File: config.mk
export PLATFORM = sky130hd
export DESIGN_NAME = y2n_addr
export DESIGN_NICKNAME = d
export VERILOG_FILES = /design/src/rtl/y2n_pkg.sv /design/src/rtl/y2n_addr.sv
export SDC_FILE = /design/constraint.sdc
export NUM_CORES = 1
export LEC_CHECK = 0
export ABC_AREA = 1
export BUFFER_PORTS_ARGS = -buffer_cell sky130_fd_sc_hd__buf_2
export CORE_AREA = 2 2 76 78
export CTS_CLUSTER_SIZE = 28
export DETAILED_ROUTE_END_ITERATION = 10
export DIE_AREA = 0 0 78 80
export PLACE_DENSITY = 0.69
export SYNTH_ARGS = -nofsm -noshare
export SYNTH_HDL_FRONTEND = slang
export SYNTH_SLANG_ARGS = --single-unit
export TNS_END_PERCENT = 30
File: constraint.sdc
create_clock -name clk_i -period 10.9 [get_ports clk_i]
set_input_delay 2.18 -clock clk_i [delete_from_list [all_inputs] [get_ports clk_i]]
set_output_delay 2.18 -clock clk_i [all_outputs]
set_load 0.005 [all_outputs]
File: src/rtl/y2n_pkg.sv
// Shared constants, types and codes for the YUY2 to NV12 converter.
package y2n_pkg;

  localparam int unsigned MAX_PAIRS_PER_LINE = 2048;
  localparam int unsigned COL_W = $clog2(MAX_PAIRS_PER_LINE);
  localparam int unsigned ADDR_W = COL_W + 1;
  localparam int unsigned STORE_DEPTH = 2 * MAX_PAIRS_PER_LINE;
  localparam int unsigned PIX_W = 8;
  localparam int unsigned SUM_W = PIX_W + 2;
  localparam int unsigned STORE_W = 2 * PIX_W;
  localparam int unsigned PPL_W = 12;
  localparam int unsigned CMP_W = (COL_W + 1 > PPL_W) ? COL_W + 1 : PPL_W;
  localparam int unsigned CFG_ADDR_W = 3;
  localparam int unsigned CFG_DATA_W = 32;

  localparam logic [CFG_ADDR_W-1:0] REG_MODE_ADDR = 3'd0;
  localparam logic [CFG_ADDR_W-1:0] REG_PPL_ADDR = 3'd4;
  localparam logic [PPL_W-1:0] PPL_RESET = 12'd960;

  typedef enum logic [1:0] {
    OpStore = 2'd0,
    OpAvg   = 2'd1,
    OpUpper = 2'd2,
    OpLower = 2'd3
  } op_e;

  typedef struct packed {
    logic               we;
    logic               re;
    logic [ADDR_W-1:0]  addr;
    logic [STORE_W-1:0] wdata;
  } mem_req_t;

  typedef struct packed {
    op_e  op;
    logic eol;
  } item_t;

endpackage

File: src/rtl/y2n_addr.sv
// Column and row tracking, line-store address generation and access request.
module y2n_addr (
  input  logic                          clk_i,
  input  logic                          rst_ni,
  input  logic                          accept_i,
  input  logic                          frame_start_i,
  input  logic                          interlaced_i,
  input  logic [y2n_pkg::PPL_W-1:0]     pairs_per_line_i,
  input  logic [y2n_pkg::PIX_W-1:0]     chroma_blue_i,
  input  logic [y2n_pkg::PIX_W-1:0]     chroma_red_i,
  output y2n_pkg::mem_req_t             mem_req_o,
  output y2n_pkg::item_t                item_o
);

  logic [y2n_pkg::COL_W-1:0] column_q, column_d;
  logic [1:0]                phase_q, phase_d;
  logic [y2n_pkg::COL_W-1:0] col_base;
  logic [1:0]                phase;
  logic [y2n_pkg::CMP_W-1:0] ppl_ext;
  logic [y2n_pkg::CMP_W-1:0] len;
  logic [y2n_pkg::CMP_W-1:0] last;
  logic [y2n_pkg::CMP_W-1:0] col_ext;
  logic [y2n_pkg::CMP_W-1:0] col_clip;
  logic [y2n_pkg::COL_W-1:0] col;
  logic                      eol;
  logic                      slot;
  y2n_pkg::op_e              op;

  always_comb begin
    col_base = frame_start_i ? '0 : column_q;
    phase    = frame_start_i ? 2'd0 : phase_q;
    ppl_ext  = y2n_pkg::CMP_W'(pairs_per_line_i);
    if (ppl_ext == '0) begin
      len = y2n_pkg::CMP_W'(1);
    end else if (ppl_ext > y2n_pkg::CMP_W'(y2n_pkg::MAX_PAIRS_PER_LINE)) begin
      len = y2n_pkg::CMP_W'(y2n_pkg::MAX_PAIRS_PER_LINE);
    end else begin
      len = ppl_ext;
    end
    last     = len - y2n_pkg::CMP_W'(1);
    col_ext  = y2n_pkg::CMP_W'(col_base);
    col_clip = (col_ext >= len) ? last : col_ext;
    col      = col_clip[y2n_pkg::COL_W-1:0];
    eol      = (col_clip == last);
    slot     = phase[0];

    if (!interlaced_i) begin
      op = slot ? y2n_pkg::OpAvg : y2n_pkg::OpStore;
    end else if (phase[1]) begin
      op = slot ? y2n_pkg::OpLower : y2n_pkg::OpUpper;
    end else begin
      op = y2n_pkg::OpStore;
    end

    mem_req_o.we    = accept_i && (op == y2n_pkg::OpStore);
    mem_req_o.re    = accept_i && (op != y2n_pkg::OpStore);
    mem_req_o.addr  = {slot & interlaced_i, col};
    mem_req_o.wdata = {chroma_red_i, chroma_blue_i};
    item_o.op       = op;
    item_o.eol      = eol;

    column_d = column_q;
    phase_d  = phase_q;
    if (accept_i) begin
      if (eol) begin
        column_d = '0;
        phase_d  = phase + 2'd1;
      end else begin
        column_d = col + y2n_pkg::COL_W'(1);
        phase_d  = phase;
      end
    end
  end

  always_ff @(posedge clk_i or negedge rst_ni) begin
    if (!rst_ni) begin
      column_q <= '0;
      phase_q  <= 2'd0;
    end else begin
      column_q <= column_d;
      phase_q  <= phase_d;
    end
  end

endmodule

# Word level (Yosys, flattened, before mapping)
# Index checks and enable logic that the tools add are counted.
# Widths: inputs -> output; s select.
[word_totals]
elab_cells = 25
in_bits = 33
out_inout_bits = 33
reg_bits = 13
[op_classes]
n_addsub = 3
magnitude_cmp = 2
eq_ne = 1
bitwise_logic = 1
reduce_logical = 5
mux = 11
[op_table]
columns = ["operator", "n"]
rows = [
  ["$mux 12", 3],
  ["$mux 11", 2],
  ["$eq 12x12->1", 1],
  ["$ge 11x12->1", 1],
  ["$gt 12x12->1 const B", 1],
  ["$logic_not 12->1", 1],
  ["$sub 12x1->12 const B", 1],
  ["$add 11x1->11 const B", 1],
  ["$mux 2", 4],
  ["$add 2x1->2 const B", 1],
  ["$logic_and 1x1->1", 2],
  ["$logic_not 2->1", 1],
  ["$mux 1", 2],
  ["$reduce_bool 2->1", 1],
  ["$and 1x1->1", 1],
]

# Longest topological paths before layout
[logic_depth]
word_depth = 7
mapped_depth = 27

# Worst setup path after synthesis
# OpenSTA, ideal clock, no wires.
[synth_path]
path_type = "input-to-output"
startpoint = "input pairs_per_line_i[5] (netlist bit)"
endpoint = "output item_o[0] (netlist bit)"
path_stages = 22
n_path_buf = 2
arrival_ns = 4.434
slack_ns = 4.286
path_cell_list = "nor2_1 > inv_1 > nor2_1 > nand2_2 > nand2_4 > nand2_1 > ha_1 > nand2_1 > inv_1 > nand2_1 > nand2_1 > nand2_1 > nand4_4 > buf_6 > o21ai_4 > nand2_1 > nand2_1 > nand2_1 > nor2_2 > nand2_2 > nor2_8 > buf_4"
[synth_rtl]
columns = ["element", "line_no", "source"]
rows = [
  ["start, declared", "y2n_addr.sv:8", "input logic [y2n_pkg::PPL_W-1:0] pairs_per_line_i,"],
  ["end, declared", "y2n_addr.sv:12", "output y2n_pkg::item_t item_o"],
]

==> impl_metrics.ini <==
[run_status]
status = complete, no violations

[global_route]
use_met2_pct = 35.0
busiest_layer = met2
antenna_found_initial = 0
use_met3_pct = 2.94
gr-total-overflow = 0
grt_use_total_pct = 19.7
use_met1_pct = 26.1
grt_pass1_vias = 2309
grt_pass1_wl_mm = 10.1
grt_max_degree = 22

[floorplanning]
fp.dieH_um = 80
core_area_sq_um = 5410
start_util_pct = 43.9
rows = 27
io_pins = 66
die_w_um = 78
die-area_sq_um = 6240

[clock_tree]
cts_sinks = 13
cts_buffers = 3
cts_resized = 0
clk_pin_slew_worst_paths_ps = 60
htree_levels = 1
clock_latency_ps = 240
clockBufferDepth = 2
root_buffer = clkbuf_8
cts_setup_buffers = 0
cts_tree = yes
holdBufCountCts = 0

[setup_path]
cp_max_fo = 21
cp_cell_sequence = buf_2 > nor2_1 > nand2_1 > nor2_2 > nand2_2 > nand2_4 > nand2_1 > ha_1 > nand2_1 > inv_1 > nand2_1 > nand2_1 > nand2_1 > nand4_4 > inv_2 > nand2_1 > nand2_1 > nand2_1 > nand2_1 > nor2_2 > nand2_2 > nor2_8 > buf_2
worstPathRequired_ps = 8720
crit_arrival_ps = 5050
crit_top_cell = nand2_1
path_class = input pin to output pin
slowest_delay_ps = 370
crit_path_end_kind = output pin
worstSetupStartpointType = input pin
critPathSlowestCell = inv_2

[route]
post_drt_wl_per_cell_um = 11.1
drtIter0Drc = 132
drc = 0
first_pass_iters = 4
post_drt_via_cell_ratio = 4.76
finalWirelength_mm = 5.47
num_vias = 2350
ant_nets = 0

[place]
hpwl_mm = 4.63
io_buffers = 33
gp_congestion = 0.864
place_inst = 490
placed_cell_area_sq_um = 2440

[synth]
synth_ff_type = dfrtp_1
syn_inst = 409
synth_top_area_share_pct = 22.6
yosys-top-cells-area = nand2_1 23%, dfrtp_1 14%, inv_1 10%
synth_cell_types = 38
syn_area_sq_um = 2370
ys_seq_elements = 13
synthArstFlopShare_pct = 100
synth_most_common_cell = nand2_1
synth.avg_cell_area_sq_um = 5.80
synth-edff-count = 0
yosysTopAreaCell = nand2_1
yosysSeqAreaShare_pct = 13.7
yosys_warnings = 0
synth_fp_nets = 456
synth_common_cells = 143 x nand2_1, 65 x inv_1, 39 x nor2_1

[final_layout]
multiInputGateArea_sq_um = 1590
stdcell_count = 494
nets = 470
nFillCells = 617
drive_gt1_share_pct = 18.2
seqCellArea_sq_um = 325
diodes = 0
syn_to_final_growth_pct = 4.91
fin_area_sq_um = 2490

[sta]
slew_viol_final = 0
fin_crit_sh_pct = 66.3
finalClockSkew_ps = 3.09
grt_setup_unrepaired = false
finalHoldViolations = 0
clock.fmax_ghz = 0.138
tightest_slew_ps = 511
finalSetupTns_ps = 0
min_period_ps = 7230
setup_viol = 0
slew_headroom_pct = 65.9

[flow_run]
drv_cap = 0

[min_path]
worstHoldPathType = flip-flop to flip-flop

[power_and_ir_drop]
power.density_nw_per_um2 = 108
irDropWorstVdd_mv = 0.0816
power.leakage_uw = 0.00146
## worst paths after layout
path | cells past startpoint | to | start | slack [ps]
hold / removal | 2 | column_q[7]$_DFFE_PN0P_ | column_q[7]$_DFFE_PN0P_ | 480
setup reg to reg | 21 | column_q[10]$_DFFE_PN0P_ | column_q[6]$_DFFE_PN0P_ | 7580
setup / recovery | 23 | item_o[0] | pairs_per_line_i[6] | 3670
max in group asynchronous | 1 | phase_q[0]$_DFFE_PN0P_ | rst_ni | 8850
hold reg to reg | 2 | column_q[7]$_DFFE_PN0P_ | column_q[7]$_DFFE_PN0P_ | 480
min in group asynchronous | 1 | column_q[10]$_DFFE_PN0P_ | rst_ni | 1820
## layout make-up
cell class	count	share of cell area, %
flip-flops and latches	13	13.1
repair buffers	33	6.64
clock buffers	4	1.81
multi-input cells	301	63.9
well taps	72	3.62
inverters	71	11.0
## sequential cells by signal, indices dropped and copies added, names as in the netlist
signal	flops
column_q	11
phase_q	2
## cells by family after synthesis
family	synth area share (%)
and+or+nand+nor	51.6
adders and majority gates	7.38
xor gates and xnor gates	1.11
buffers and inverters	19.3
AOI/OAI and AO/OA	6.91
DFF	13.7
## stage by stage
step	utilization [%]	power [uW]	hold slack [ps]	setup slack (ps)
4_1_cts	46.0	270	481	3660
5_1_grt	46.0	300	509	3190
3_5_place_dp	45.2	225	465	3660
3_3_place_gp	45.2	222	465	3750
2_1_floorplan	-	193	449	4290
6_report	46.0	268	477	3670
## critical path, delay by kind of cell
kind	cells	cell delay (ps)
buffers and inverters	4	680
AND/OR/NAND/NOR	18	1860
adder cells (fa/ha/maj)	1	340
## power by group
part           internal (uW)  total [uW]  switching (uW)  leakage [uW]
Combinational           56.0         160             104       0.00126
Clock                   25.8        43.3            17.5     0.0000228
Sequential              58.7        64.5            5.76      0.000174
Total                    141         268             127       0.00146
## metal layers
layer	routed length (um)	vias to the layer above	share of wire [%]
li1	-	1277	-
met1	2600	1032	48
met2	2620	39	48
met3	235	2	4.3
met4	10	0	0.18
met5	0	-	0
## placed cells by master (no fill, tap or decap), drive strengths merged, types with 4 or more instances in the layout
cell / Yosys / routed
nand2: 156 / 156
inv: 69 / 69
nor2: 48 / 48
nand3: 34 / 34
buf: 21 / 33
o21ai: 16 / 16
ha: 14 / 14
dfrtp: 13 / 13
nand4: 12 / 12
a21oi: 6 / 6
clkbuf: 3 / 4
Power figures use the tool's default switching activity.
