--- src/rtl/y2n_pkg.sv ---
// Shared constants, types and codes for the YUY2 to NV12 converter.
package y2n_pkg;

  localparam int unsigned MAX_PAIRS_PER_LINE = 2048;
  localparam int unsigned COL_W = $clog2(MAX_PAIRS_PER_LINE);
  localparam int unsigned ADDR_W = COL_W + 1;
  localparam int unsigned STORE_DEPTH = 2 * MAX_PAIRS_PER_LINE;
  localparam int unsigned PIX_W = 8;
  localparam int unsigned SUM_W = PIX_W + 2;
  localparam int unsigned STORE_W = 2 * PIX_W;
  localparam int unsigned PPL_W = 12;
  localparam int unsigned CMP_W = (COL_W + 1 > PPL_W) ? COL_W + 1 : PPL_W;
  localparam int unsigned CFG_ADDR_W = 3;
  localparam int unsigned CFG_DATA_W = 32;

  localparam logic [CFG_ADDR_W-1:0] REG_MODE_ADDR = 3'd0;
  localparam logic [CFG_ADDR_W-1:0] REG_PPL_ADDR = 3'd4;
  localparam logic [PPL_W-1:0] PPL_RESET = 12'd960;

  typedef enum logic [1:0] {
    OpStore = 2'd0,
    OpAvg   = 2'd1,
    OpUpper = 2'd2,
    OpLower = 2'd3
  } op_e;

  typedef struct packed {
    logic               we;
    logic               re;
    logic [ADDR_W-1:0]  addr;
    logic [STORE_W-1:0] wdata;
  } mem_req_t;

  typedef struct packed {
    op_e  op;
    logic eol;
  } item_t;

endpackage

--- src/rtl/y2n_filter.sv ---
// Line-store read stage, vertical chroma filter and output register.
module y2n_filter (
  input  logic                        clk_i,
  input  logic                        rst_ni,
  input  logic                        accept_i,
  input  y2n_pkg::item_t              item_i,
  input  logic [y2n_pkg::PIX_W-1:0]   luma_first_i,
  input  logic [y2n_pkg::PIX_W-1:0]   luma_second_i,
  input  logic [y2n_pkg::PIX_W-1:0]   chroma_blue_i,
  input  logic [y2n_pkg::PIX_W-1:0]   chroma_red_i,
  input  logic [y2n_pkg::STORE_W-1:0] rdata_i,
  output logic                        ready_o,
  output logic                        stall_o,
  input  logic                        out_ready_i,
  output logic                        out_valid_o,
  output logic [y2n_pkg::PIX_W-1:0]   luma_out_first_o,
  output logic [y2n_pkg::PIX_W-1:0]   luma_out_second_o,
  output logic                        chroma_valid_o,
  output logic [y2n_pkg::PIX_W-1:0]   chroma_blue_out_o,
  output logic [y2n_pkg::PIX_W-1:0]   chroma_red_out_o,
  output logic                        end_of_line_o
);

  function automatic logic [y2n_pkg::PIX_W-1:0] blend(
    input y2n_pkg::op_e              op,
    input logic [y2n_pkg::PIX_W-1:0] upper,
    input logic [y2n_pkg::PIX_W-1:0] cur
  );
    logic [y2n_pkg::SUM_W-1:0] u;
    logic [y2n_pkg::SUM_W-1:0] c;
    logic [y2n_pkg::SUM_W-1:0] s;
    logic [y2n_pkg::PIX_W-1:0] r;
    u = y2n_pkg::SUM_W'(upper);
    c = y2n_pkg::SUM_W'(cur);
    s = '0;
    r = '0;
    case (op)
      y2n_pkg::OpAvg: begin
        s = u + c + y2n_pkg::SUM_W'(1);
        r = s[y2n_pkg::PIX_W:1];
      end
      y2n_pkg::OpUpper: begin
        s = (u << 1) + u + c + y2n_pkg::SUM_W'(2);
        r = s[y2n_pkg::PIX_W+1:2];
      end
      y2n_pkg::OpLower: begin
        s = u + (c << 1) + c + y2n_pkg::SUM_W'(2);
        r = s[y2n_pkg::PIX_W+1:2];
      end
      default: begin
        r = '0;
      end
    endcase
    return r;
  endfunction

  logic                      s1_valid_q;
  y2n_pkg::item_t            s1_item_q;
  logic [y2n_pkg::PIX_W-1:0] s1_ya_q, s1_yb_q, s1_cb_q, s1_cr_q;
  logic                      advance;
  logic                      out_valid_q;
  logic [y2n_pkg::PIX_W-1:0] ya_q, yb_q, cb_out_q, cr_out_q;
  logic                      cv_q, eol_q;
  logic [y2n_pkg::PIX_W-1:0] cb_d, cr_d;
  logic                      cv_d;

  assign advance = s1_valid_q && (!out_valid_q || out_ready_i);
  assign ready_o = !s1_valid_q || advance;
  assign stall_o = s1_valid_q && !advance;

  always_comb begin
    cv_d = (s1_item_q.op != y2n_pkg::OpStore);
    cb_d = blend(s1_item_q.op, rdata_i[y2n_pkg::PIX_W-1:0], s1_cb_q);
    cr_d = blend(s1_item_q.op, rdata_i[y2n_pkg::STORE_W-1:y2n_pkg::PIX_W], s1_cr_q);
  end

  always_ff @(posedge clk_i or negedge rst_ni) begin
    if (!rst_ni) begin
      s1_valid_q  <= 1'b0;
      out_valid_q <= 1'b0;
    end else begin
      if (accept_i) begin
        s1_valid_q <= 1'b1;
      end else if (advance) begin
        s1_valid_q <= 1'b0;
      end
      if (advance) begin
        out_valid_q <= 1'b1;
      end else if (out_ready_i) begin
        out_valid_q <= 1'b0;
      end
    end
  end

  always_ff @(posedge clk_i) begin
    if (accept_i) begin
      s1_item_q <= item_i;
      s1_ya_q   <= luma_first_i;
      s1_yb_q   <= luma_second_i;
      s1_cb_q   <= chroma_blue_i;
      s1_cr_q   <= chroma_red_i;
    end
    if (advance) begin
      ya_q     <= s1_ya_q;
      yb_q     <= s1_yb_q;
      cv_q     <= cv_d;
      cb_out_q <= cb_d;
      cr_out_q <= cr_d;
      eol_q    <= s1_item_q.eol;
    end
  end

  assign out_valid_o       = out_valid_q;
  assign luma_out_first_o  = ya_q;
  assign luma_out_second_o = yb_q;
  assign chroma_valid_o    = cv_q;
  assign chroma_blue_out_o = cb_out_q;
  assign chroma_red_out_o  = cr_out_q;
  assign end_of_line_o     = eol_q;

endmodule

--- config.mk ---
export PLATFORM = sky130hd
export DESIGN_NAME = y2n_filter
export DESIGN_NICKNAME = d
export VERILOG_FILES = /design/src/rtl/y2n_pkg.sv /design/src/rtl/y2n_filter.sv
export SDC_FILE = /design/constraint.sdc
export NUM_CORES = 1
export LEC_CHECK = 0
export BUFFER_PORTS_ARGS = -buffer_cell sky130_fd_sc_hd__buf_4
export CORE_MARGIN = 2
export CORE_UTILIZATION = 45
export CTS_CLUSTER_DIAMETER = 120
export CTS_CLUSTER_SIZE = 40
export DETAILED_ROUTE_END_ITERATION = 12
export GPL_TIMING_DRIVEN = 0
export PLACE_DENSITY = 0.66
export SYNTH_ARGS = -nofsm -noshare
export SYNTH_HDL_FRONTEND = slang
export SYNTH_SLANG_ARGS = --single-unit
--- constraint.sdc ---
create_clock -name clk_i -period 3.4 [get_ports clk_i]
set_input_delay 0.17 -clock clk_i [delete_from_list [all_inputs] [get_ports clk_i]]
set_output_delay 0.17 -clock clk_i [all_outputs]
set_load 0.01 [all_outputs]
Word-level counts from Yosys, hierarchy flattened
Cells that the tools add are included.

word-level totals
  bits in registers = 71
  input bits = 55
  output and inout bits = 37

cells by class
  add/sub/neg operators = 16
  equality and inequality tests = 3
  mux-type cells = 6
  reductions and logical operators = 10

operators by type and width
  cell                                            count
  case mux 8 bit (3 select lines)                 2
  adder 10 x 2 -> 10 bit (second input constant)  4
  adder 10 x 8 -> 10 bit                          4
  adder 8 x 9 -> 10 bit                           2
  adder 9 x 8 -> 10 bit                           2
  adder 8 x 8 -> 9 bit                            2
  adder 9 x 1 -> 9 bit (second input constant)    2
  nonzero test 2 bit                              3
  == test 2 bit (second input constant)           2
  2-to-1 mux 1 bit                                4
  logical NOT 1 bit                               3
  == test 2 x 1 -> 1 bit (second input constant)  1
  logical AND 1 bit                               2
  logical OR 1 bit                                2

Logic depth before layout (Yosys ltp)
Gate-level depths: netlist (run 1).

  depth in word-level cells = 5
  gate-level depth with buffers = 10
  gate-level depth less buffers = 10

Worst setup path after synthesis (run 1)
Ideal clock, no wire load.

  path type = register to register
  start = register s1_cb_q[1] (netlist bit)
  end = register cb_out_q, in the netlist chroma_blue_out_o[6] (data pin)
  library setup time = 0.269 ns
  data arrival time = 2.391 ns
  data required time = 3.131 ns
  path slack = 0.740 ns
  stages on the path, launching flop included = 9
  period minus slack after synthesis = 2.660 ns
  path through = edfxtp_1 -> fa_1 -> ha_1 -> and2_1 -> a221oi_2 -> a21boi_2 -> a311oi_2 -> xnor2_1 -> o211ai_2

between the ends
  cells in the longest elaborated chain, start to end = 4

RTL lines
  what                                 RTL line           RTL
  start: declaration                   y2n_filter.sv:59   logic [y2n_pkg::PIX_W-1:0] s1_ya_q, s1_yb_q, s1_cb_q, s1_cr_q;
  start signal: assignment             y2n_filter.sv:100  s1_cb_q <= chroma_blue_i;
  adder 8 x 9 -> 10 bit                y2n_filter.sv:47   s = u + (c << 1) + c + y2n_pkg::SUM_W'(2);
  adder 10 x 8 -> 10 bit               y2n_filter.sv:47
  adder 10 x 2 -> 10 bit               y2n_filter.sv:47
  case mux 8 bit (3 select lines) (*)  y2n_filter.sv:37   case (op)
  net cb_d, one bit                    y2n_filter.sv:64   logic [y2n_pkg::PIX_W-1:0] cb_d, cr_d;
  end signal: assignment               y2n_filter.sv:107  cb_out_q <= cb_d;
  end: declaration                     y2n_filter.sv:62   logic [y2n_pkg::PIX_W-1:0] ya_q, yb_q, cb_out_q, cr_out_q;

The timed path passes the listed nets; every way through them passes the cells marked *.
A chain may end at the register's enable or synchronous reset.

Worst setup path after layout (run 1)
Ends and elaborated chain as after synthesis.

==> results.py, run 1 <==
metrics = {
    "placement": {
        "place_congestion": 0.832,
        "hpwl_um": 8270,
        "port_buffers": 91,
    },
    "route": {
        "drc": 0,
        "wirelength_um": 11000,
        "drt_iter0_drc": 183,
        "avgRoutedWirePerCell_um": 16.0,
        "route.vias.total": 3682,
        "ant_nets": 0,
        "via_per_inst": 5.37,
        "first_pass_iters": 5,
    },
    "pwr": {
        "p_leak_nw": 2.68,
        "seq_power_share_pct": 37.5,
        "p_sw_uw": 984,
        "p_int_mw": 2.03,
        "vdd_drop_max_v": 0.000224,
        "p_comb_share_pct": 36.9,
        "powerDensity_mw_per_mm2": 471,
        "sw_frac_of_total_pct": 32.6,
        "clock_power_share_pct": 25.5,
    },
    "logic_synthesis": {
        "synth_cells": 403,
        "ys_seq_area_share_pct": 42.8,
        "ys_types": 62,
        "syn_area_mm2": 0.00496,
        "synth_fp_nets": 536,
        "synth-seq-cells": 71,
        "syn_avg_cell_area_um2": 12.3,
        "synthArstFlopShare_pct": 2.82,
        "synth_ff_type": "edfxtp_1",
        "synth_edf_count": 69,
        "yosysWarnings": 0,
    },
    "die": {
        "dieArea_mm2": 0.0119,
        "rows": 38,
        "start_util_pct": 45.9,
        "dieHeight_um": 109,
        "core_mm2": 0.0108,
        "die_w_um": 109,
        "ioPinCount": 92,
    },
    "sta": {
        "setup_viol_count_final": 0,
        "rsz0062_at_grt": "no",
        "tightest_slew_ps": 848,
        "holdWs_ps": 119,
        "max-slew-margin-rel_pct": 43.5,
        "min_period_ps": 2990,
        "hold_viol": 0,
        "fin_setup_tns_ps": 0,
        "slew_violations": 0,
        "max_freq_mhz": 334,
        "fin_skew_ps": 14.2,
        "period_share_pct": 88.0,
    },
    "global_routing": {
        "grt_usage_pct": 19.4,
        "grt_first_pass_wirelength_um": 17600,
        "antenna_found_initial": 0,
        "grt_max_degree": 37,
        "overflow": 0,
        "grt_pass1_vias": 3678,
    },
    "cells_and_area": {
        "synthToLayoutAreaGrowth_pct": 29.1,
        "regArea_mm2": 0.00212,
        "layout.nets": 674,
        "nFillCells": 876,
        "multi_input_area_mm2": 0.00272,
        "drive_gt1_share_pct": 22.7,
        "diodes": 0,
    },
    "cts": {
        "cts_tree": "done",
        "cts_root_buf": "clkbuf_8",
        "cts_buffers": 9,
        "clock-sinks": 71,
        "clk_latency_ps": 350,
        "cts_resized": 0,
        "htree_levels": 3,
        "clk_pin_slew_ps": 80,
        "clockBufferDepth": 2,
    },
    "critical_path": {
        "end_kind": "flip-flop",
        "critPathArrivalTime_ps": 3070,
        "cp-start-kind": "flip-flop",
        "crit_path_max_fanout": 8,
        "cp.required_ps": 3480,
        "worstSetupPathType": "flip-flop to flip-flop",
        "r2r_slack_ps": 410,
    },
    "outcome": {
        "status": "finished clean",
    },
    "job": {
        "drv_cap": 0,
    },
    "hold_path": {
        "worstHoldPathType": "input port to flip-flop",
    },
}
-- synthesized netlist by cell type (6+ instances only) --
master / number / share of area, %
xnor2_1: 11 / 1.9
o21ai_0: 15 / 1.5
a211o_1: 6 / 1.1
nand2b_1: 8 / 1.0
nand2_1: 18 / 1.4
ha_1: 52 / 13
nor2_1: 20 / 1.5
nor3_1: 9 / 0.91
fa_1: 26 / 10
edfxtp_1: 69 / 42
a21o_1: 8 / 1.2
nand3_1: 8 / 0.81
o21a_1: 6 / 0.91
nor2b_1: 14 / 1.8
xor2_1: 12 / 2.1
inv_1: 20 / 1.5
a21oi_1: 15 / 1.5
-- cell type report --
cell class,instances,area share [%]
plain buffers,4,0.704
clock buffers,10,1.99
clock inverters,6,1.45
inverters,20,1.17
multi-input cells,308,42.5
flip-flops and latches,71,33.2
well taps,140,2.74
repair buffers,127,16.3
-- metrics by stage --
step	area, um^2	util [%]	power (mW)	setup WS, ps	std cells
2_1_floorplan	4960	-	1.89	740	403
3_3_place_gp	5820	53.9	2.20	504	634
3_5_place_dp	5820	53.9	2.22	457	634
4_1_cts	6400	59.3	3.03	375	686
5_1_grt	6400	59.3	3.20	273	686
6_report	6400	59.3	3.02	409	686
-- power by group through the flow --
stage | Sequential [mW] | Clock, mW | Combinational, mW
floorplan | 1.17 | 0 | 0.720
global placement | 1.15 | 0 | 1.05
detailed placement | 1.15 | 0 | 1.07
CTS | 1.13 | 0.785 | 1.11
global route | 1.14 | 0.823 | 1.24
finish | 1.13 | 0.770 | 1.11
-- routing by layer --
layer	track usage, %	share of wire, %
met3	2.81	4.3
met5	0	0
met2	34.2	52
met4	5.22	1.0
met1	24.8	43
-- worst max-delay path: stages, from the launching register on --
cell and delay, ps:
edfxtp_1 530, fa_1 510, ha_1 340, and2_1 190, a221oi_2 310, a21boi_2 160
a311oi_2 380, xnor2_1 200, o211ai_2 100
-- sequential cells by signal (all words and copies together), names as in the netlist --
register,cells
chroma_red_out_o,8
s1_cb_q,8
end_of_line_o,1
chroma_valid_o,1
s1_item_q,3
luma_out_first_o,8
s1_cr_q,8
luma_out_second_o,8
chroma_blue_out_o,8
out_valid_o,1
s1_valid_q,1
s1_yb_q,8
s1_ya_q,8
-- logic make-up (layout without fill, tap and decap cells) --
kind of cell / Yosys count / count (layout) / synth area share, %
flip-flops: 71 / 71 / 42.8
buffers and inverters: 24 / 167 / 2.42
adder cells (fa/ha/maj): 78 / 78 / 23.6
XOR/XNOR: 23 / 23 / 4.06
AND/OR/NAND/NOR: 101 / 101 / 10.8
multiplexers: 5 / 5 / 1.06
AO/OA/AOI/OAI: 101 / 101 / 15.3
-- cell usage in the layout, fill, tap and decap left out, types with 9 or more instances in the layout --
| master | n |
|---|---|
| inv_1 | 20 |
| edfxtp_1 | 69 |
| clkbuf_8 | 12 |
| dlygate4sd3_1 | 36 |
| buf_4 | 91 |
| nor2_1 | 20 |
| xor2_1 | 12 |
| o21ai_0 | 15 |
| a21oi_1 | 15 |
| xnor2_1 | 11 |
| nor2b_1 | 14 |
| fa_1 | 26 |
| nand2_1 | 18 |
| ha_1 | 52 |
| nor3_1 | 9 |
-- worst paths after layout --
check	startpoint	endpoint	depth (start not counted)
setup / recovery	s1_cb_q[1]	chroma_blue_out_o[6]	8
hold / removal	out_ready_i	out_valid_o	3
setup reg to reg	s1_cb_q[1]	chroma_blue_out_o[6]	8
hold reg to reg	s1_ya_q[7]	luma_out_first_o[7]	0
max in group asynchronous	rst_ni	out_valid_o	2
min in group asynchronous	rst_ni	s1_valid_q	2
-- what timing repair did --
item,CTS,global route
setup buffers,0,0
hold buffers,36,0
endpoints found under the hold margin,37,0
Power figures use the tool's default switching activity.
==> run 2: changes to the inputs <==
Clock period 3.4 ns to 2.9 ns, I/O delays scaled along.
==> results.py, run 2 (same netlist as run 1, synthesis figures left out) <==
metrics = {
    "cts": {
        "clock-sinks": 71,
        "clk_latency_ps": 350,
        "cts_root_buf": "clkbuf_8",
        "cts_buffers": 9,
        "cts_tree": "done",
        "clockBufferDepth": 2,
        "htree_levels": 3,
        "clk_pin_slew_ps": 80,
    },
    "job": {
        "drv_cap": 0,
    },
    "route": {
        "drc": 0,
        "first_pass_iters": 4,
        "route.vias.total": 3725,
        "drt_iter0_drc": 180,
        "wirelength_um": 11400,
        "ant_nets": 0,
        "via_per_inst": 5.34,
        "avgRoutedWirePerCell_um": 16.3,
    },
    "die": {
        "dieArea_mm2": 0.0119,
        "start_util_pct": 45.9,
        "core_mm2": 0.0108,
        "die_w_um": 109,
        "ioPinCount": 92,
        "rows": 38,
        "dieHeight_um": 109,
    },
    "pwr": {
        "power_mw": 3.68,
        "p_leak_nw": 2.76,
        "vdd_drop_max_v": 0.000264,
        "powerDensity_mw_per_mm2": 558,
    },
    "critical_path": {
        "end_kind": "flip-flop",
        "r2r_slack_ps": 20,
        "r2r-start": "s1_cb_q[2]",
        "cp-start-kind": "flip-flop",
        "worst-r2r-cell-count": 9,
        "crit_path_max_fanout": 4,
        "crit_path_start": "s1_cb_q[2]",
        "timing.rr.end": "chroma_blue_out_o[6]",
        "worstSetupPathType": "flip-flop to flip-flop",
        "path_cells": "fa_1 > ha_4 > and2_4 > a221oi_4 > a21boi_2 > a311oi_2 > buf_4 > xnor2_2 > o211ai_2",
        "cpPeakStageDelay_ps": 630,
        "critPathArrivalTime_ps": 2970,
        "slowest_stage": "fa_1",
        "cp.required_ps": 2980,
    },
    "sta": {
        "setup_viol_count_final": 0,
        "slew_violations": 0,
        "tightest_slew_ps": 851,
        "hold_viol": 0,
        "setup_ws_ps": 17.7,
        "min_period_ps": 2880,
        "period_share_pct": 99.4,
        "fin_setup_tns_ps": 0,
        "max_freq_mhz": 347,
        "holdWs_ps": 86.5,
        "rsz0062_at_grt": "yes",
        "fin_skew_ps": 11.0,
        "max-slew-margin-rel_pct": 43.3,
    },
    "outcome": {
        "status": "finished clean",
    },
    "global_routing": {
        "overflow": 0,
        "grt_usage_pct": 19.7,
        "grt_first_pass_wirelength_um": 17900,
        "antenna_found_initial": 0,
        "grt_max_degree": 37,
        "grt_pass1_vias": 3745,
    },
    "cells_and_area": {
        "final_common_cell": "buf_4",
        "layout.nets": 686,
        "nFillCells": 862,
        "synthToLayoutAreaGrowth_pct": 33.1,
        "drive_gt1_share_pct": 26.2,
        "final_cell_mix": "102 x buf_4, 69 x edfxtp_1, 49 x ha_1",
        "diodes": 0,
    },
    "hold_path": {
        "min_from": "out_ready_i",
        "worstHoldPathType": "input port to flip-flop",
        "holdPathStages": 3,
        "min_to": "out_valid_o",
    },
    "placement": {
        "hpwl_um": 8270,
        "place_congestion": 0.832,
        "dpl_worst_slack_ps": -43.4,
        "port_buffers": 91,
    },
}
[run 2: cell count changes in the layout (fill, tap and decap cells not counted), sizes merged]
cell / change
buf: +12
[run 2: metal layers]
metal / vias to the layer above / GRT usage, % / wire [um]
met4: 0 / 6.04 / 242
met2: 84 / 34.7 / 5790
met3: 16 / 2.81 / 442
met5: - / 0 / 0
li1: 1832 / - / -
met1: 1793 / 25.0 / 4880
[run 2: power by group]
part	switching [mW]	internal, mW	leakage, nW
Combinational	0.738	0.714	1.96
Sequential	0.0572	1.27	0.693
Clock	0.416	0.490	0.103
[run 2: timing repair]
| action | CTS | global route |
|---|---|---|
| endpoints found under the hold margin | 37 | 0 |
| setup endpoints to repair | 3 | 8 |
| hold buffers | 36 | 0 |
| resized for setup | 2 | 14 |
| pin swaps | 5 | 5 |
| setup buffers | 7 | 5 |
[run 2: how the worst max path moves through the flow]
stage	end	slack (ps)	cells past startpoint
after floorplan	chroma_blue_out_o[6]	240	8
after global placement	chroma_blue_out_o[6]	4	8
after detailed placement	chroma_blue_out_o[6]	-40	8
after CTS	chroma_blue_out_o[6]	4	9
after global routing	chroma_blue_out_o[6]	-60	9
final	chroma_blue_out_o[6]	20	9
[run 2: per-stage QoR]
| step | instance area, um^2 | utilization (%) | instances |
|---|---|---|---|
| 3_3_place_gp | 5820 | 53.9 | 634 |
| 4_1_cts | 6470 | 59.9 | 693 |
| 2_1_floorplan | 4960 | - | 403 |
| 6_report | 6600 | 61.1 | 698 |
| 5_1_grt | 6600 | 61.1 | 698 |
| 3_5_place_dp | 5820 | 53.9 | 634 |
[run 2: final cells by class]
cell class,instances,area (um^2),share of cell area (%)
Multi-Input combinational cell,308,2820,42.8
Clock inverter,6,92.6,1.40
Timing Repair Buffer,139,1140,17.2
Inverter,20,75.1,1.14
Buffer,4,45.0,0.683
Tap cell,140,175,2.66
Clock buffer,10,128,1.93
Sequential cell,71,2120,32.2
[run 2: critical path: cells and delay by family (launching register included)]
kind | cells | cell delay (ps)
adder cells (fa/ha/maj) | 2 | 870
AO/OA/AOI/OAI | 4 | 800
flip-flops | 1 | 500
buffers and inverters | 1 | 170
AND/OR/NAND/NOR | 1 | 150
XOR/XNOR | 1 | 120
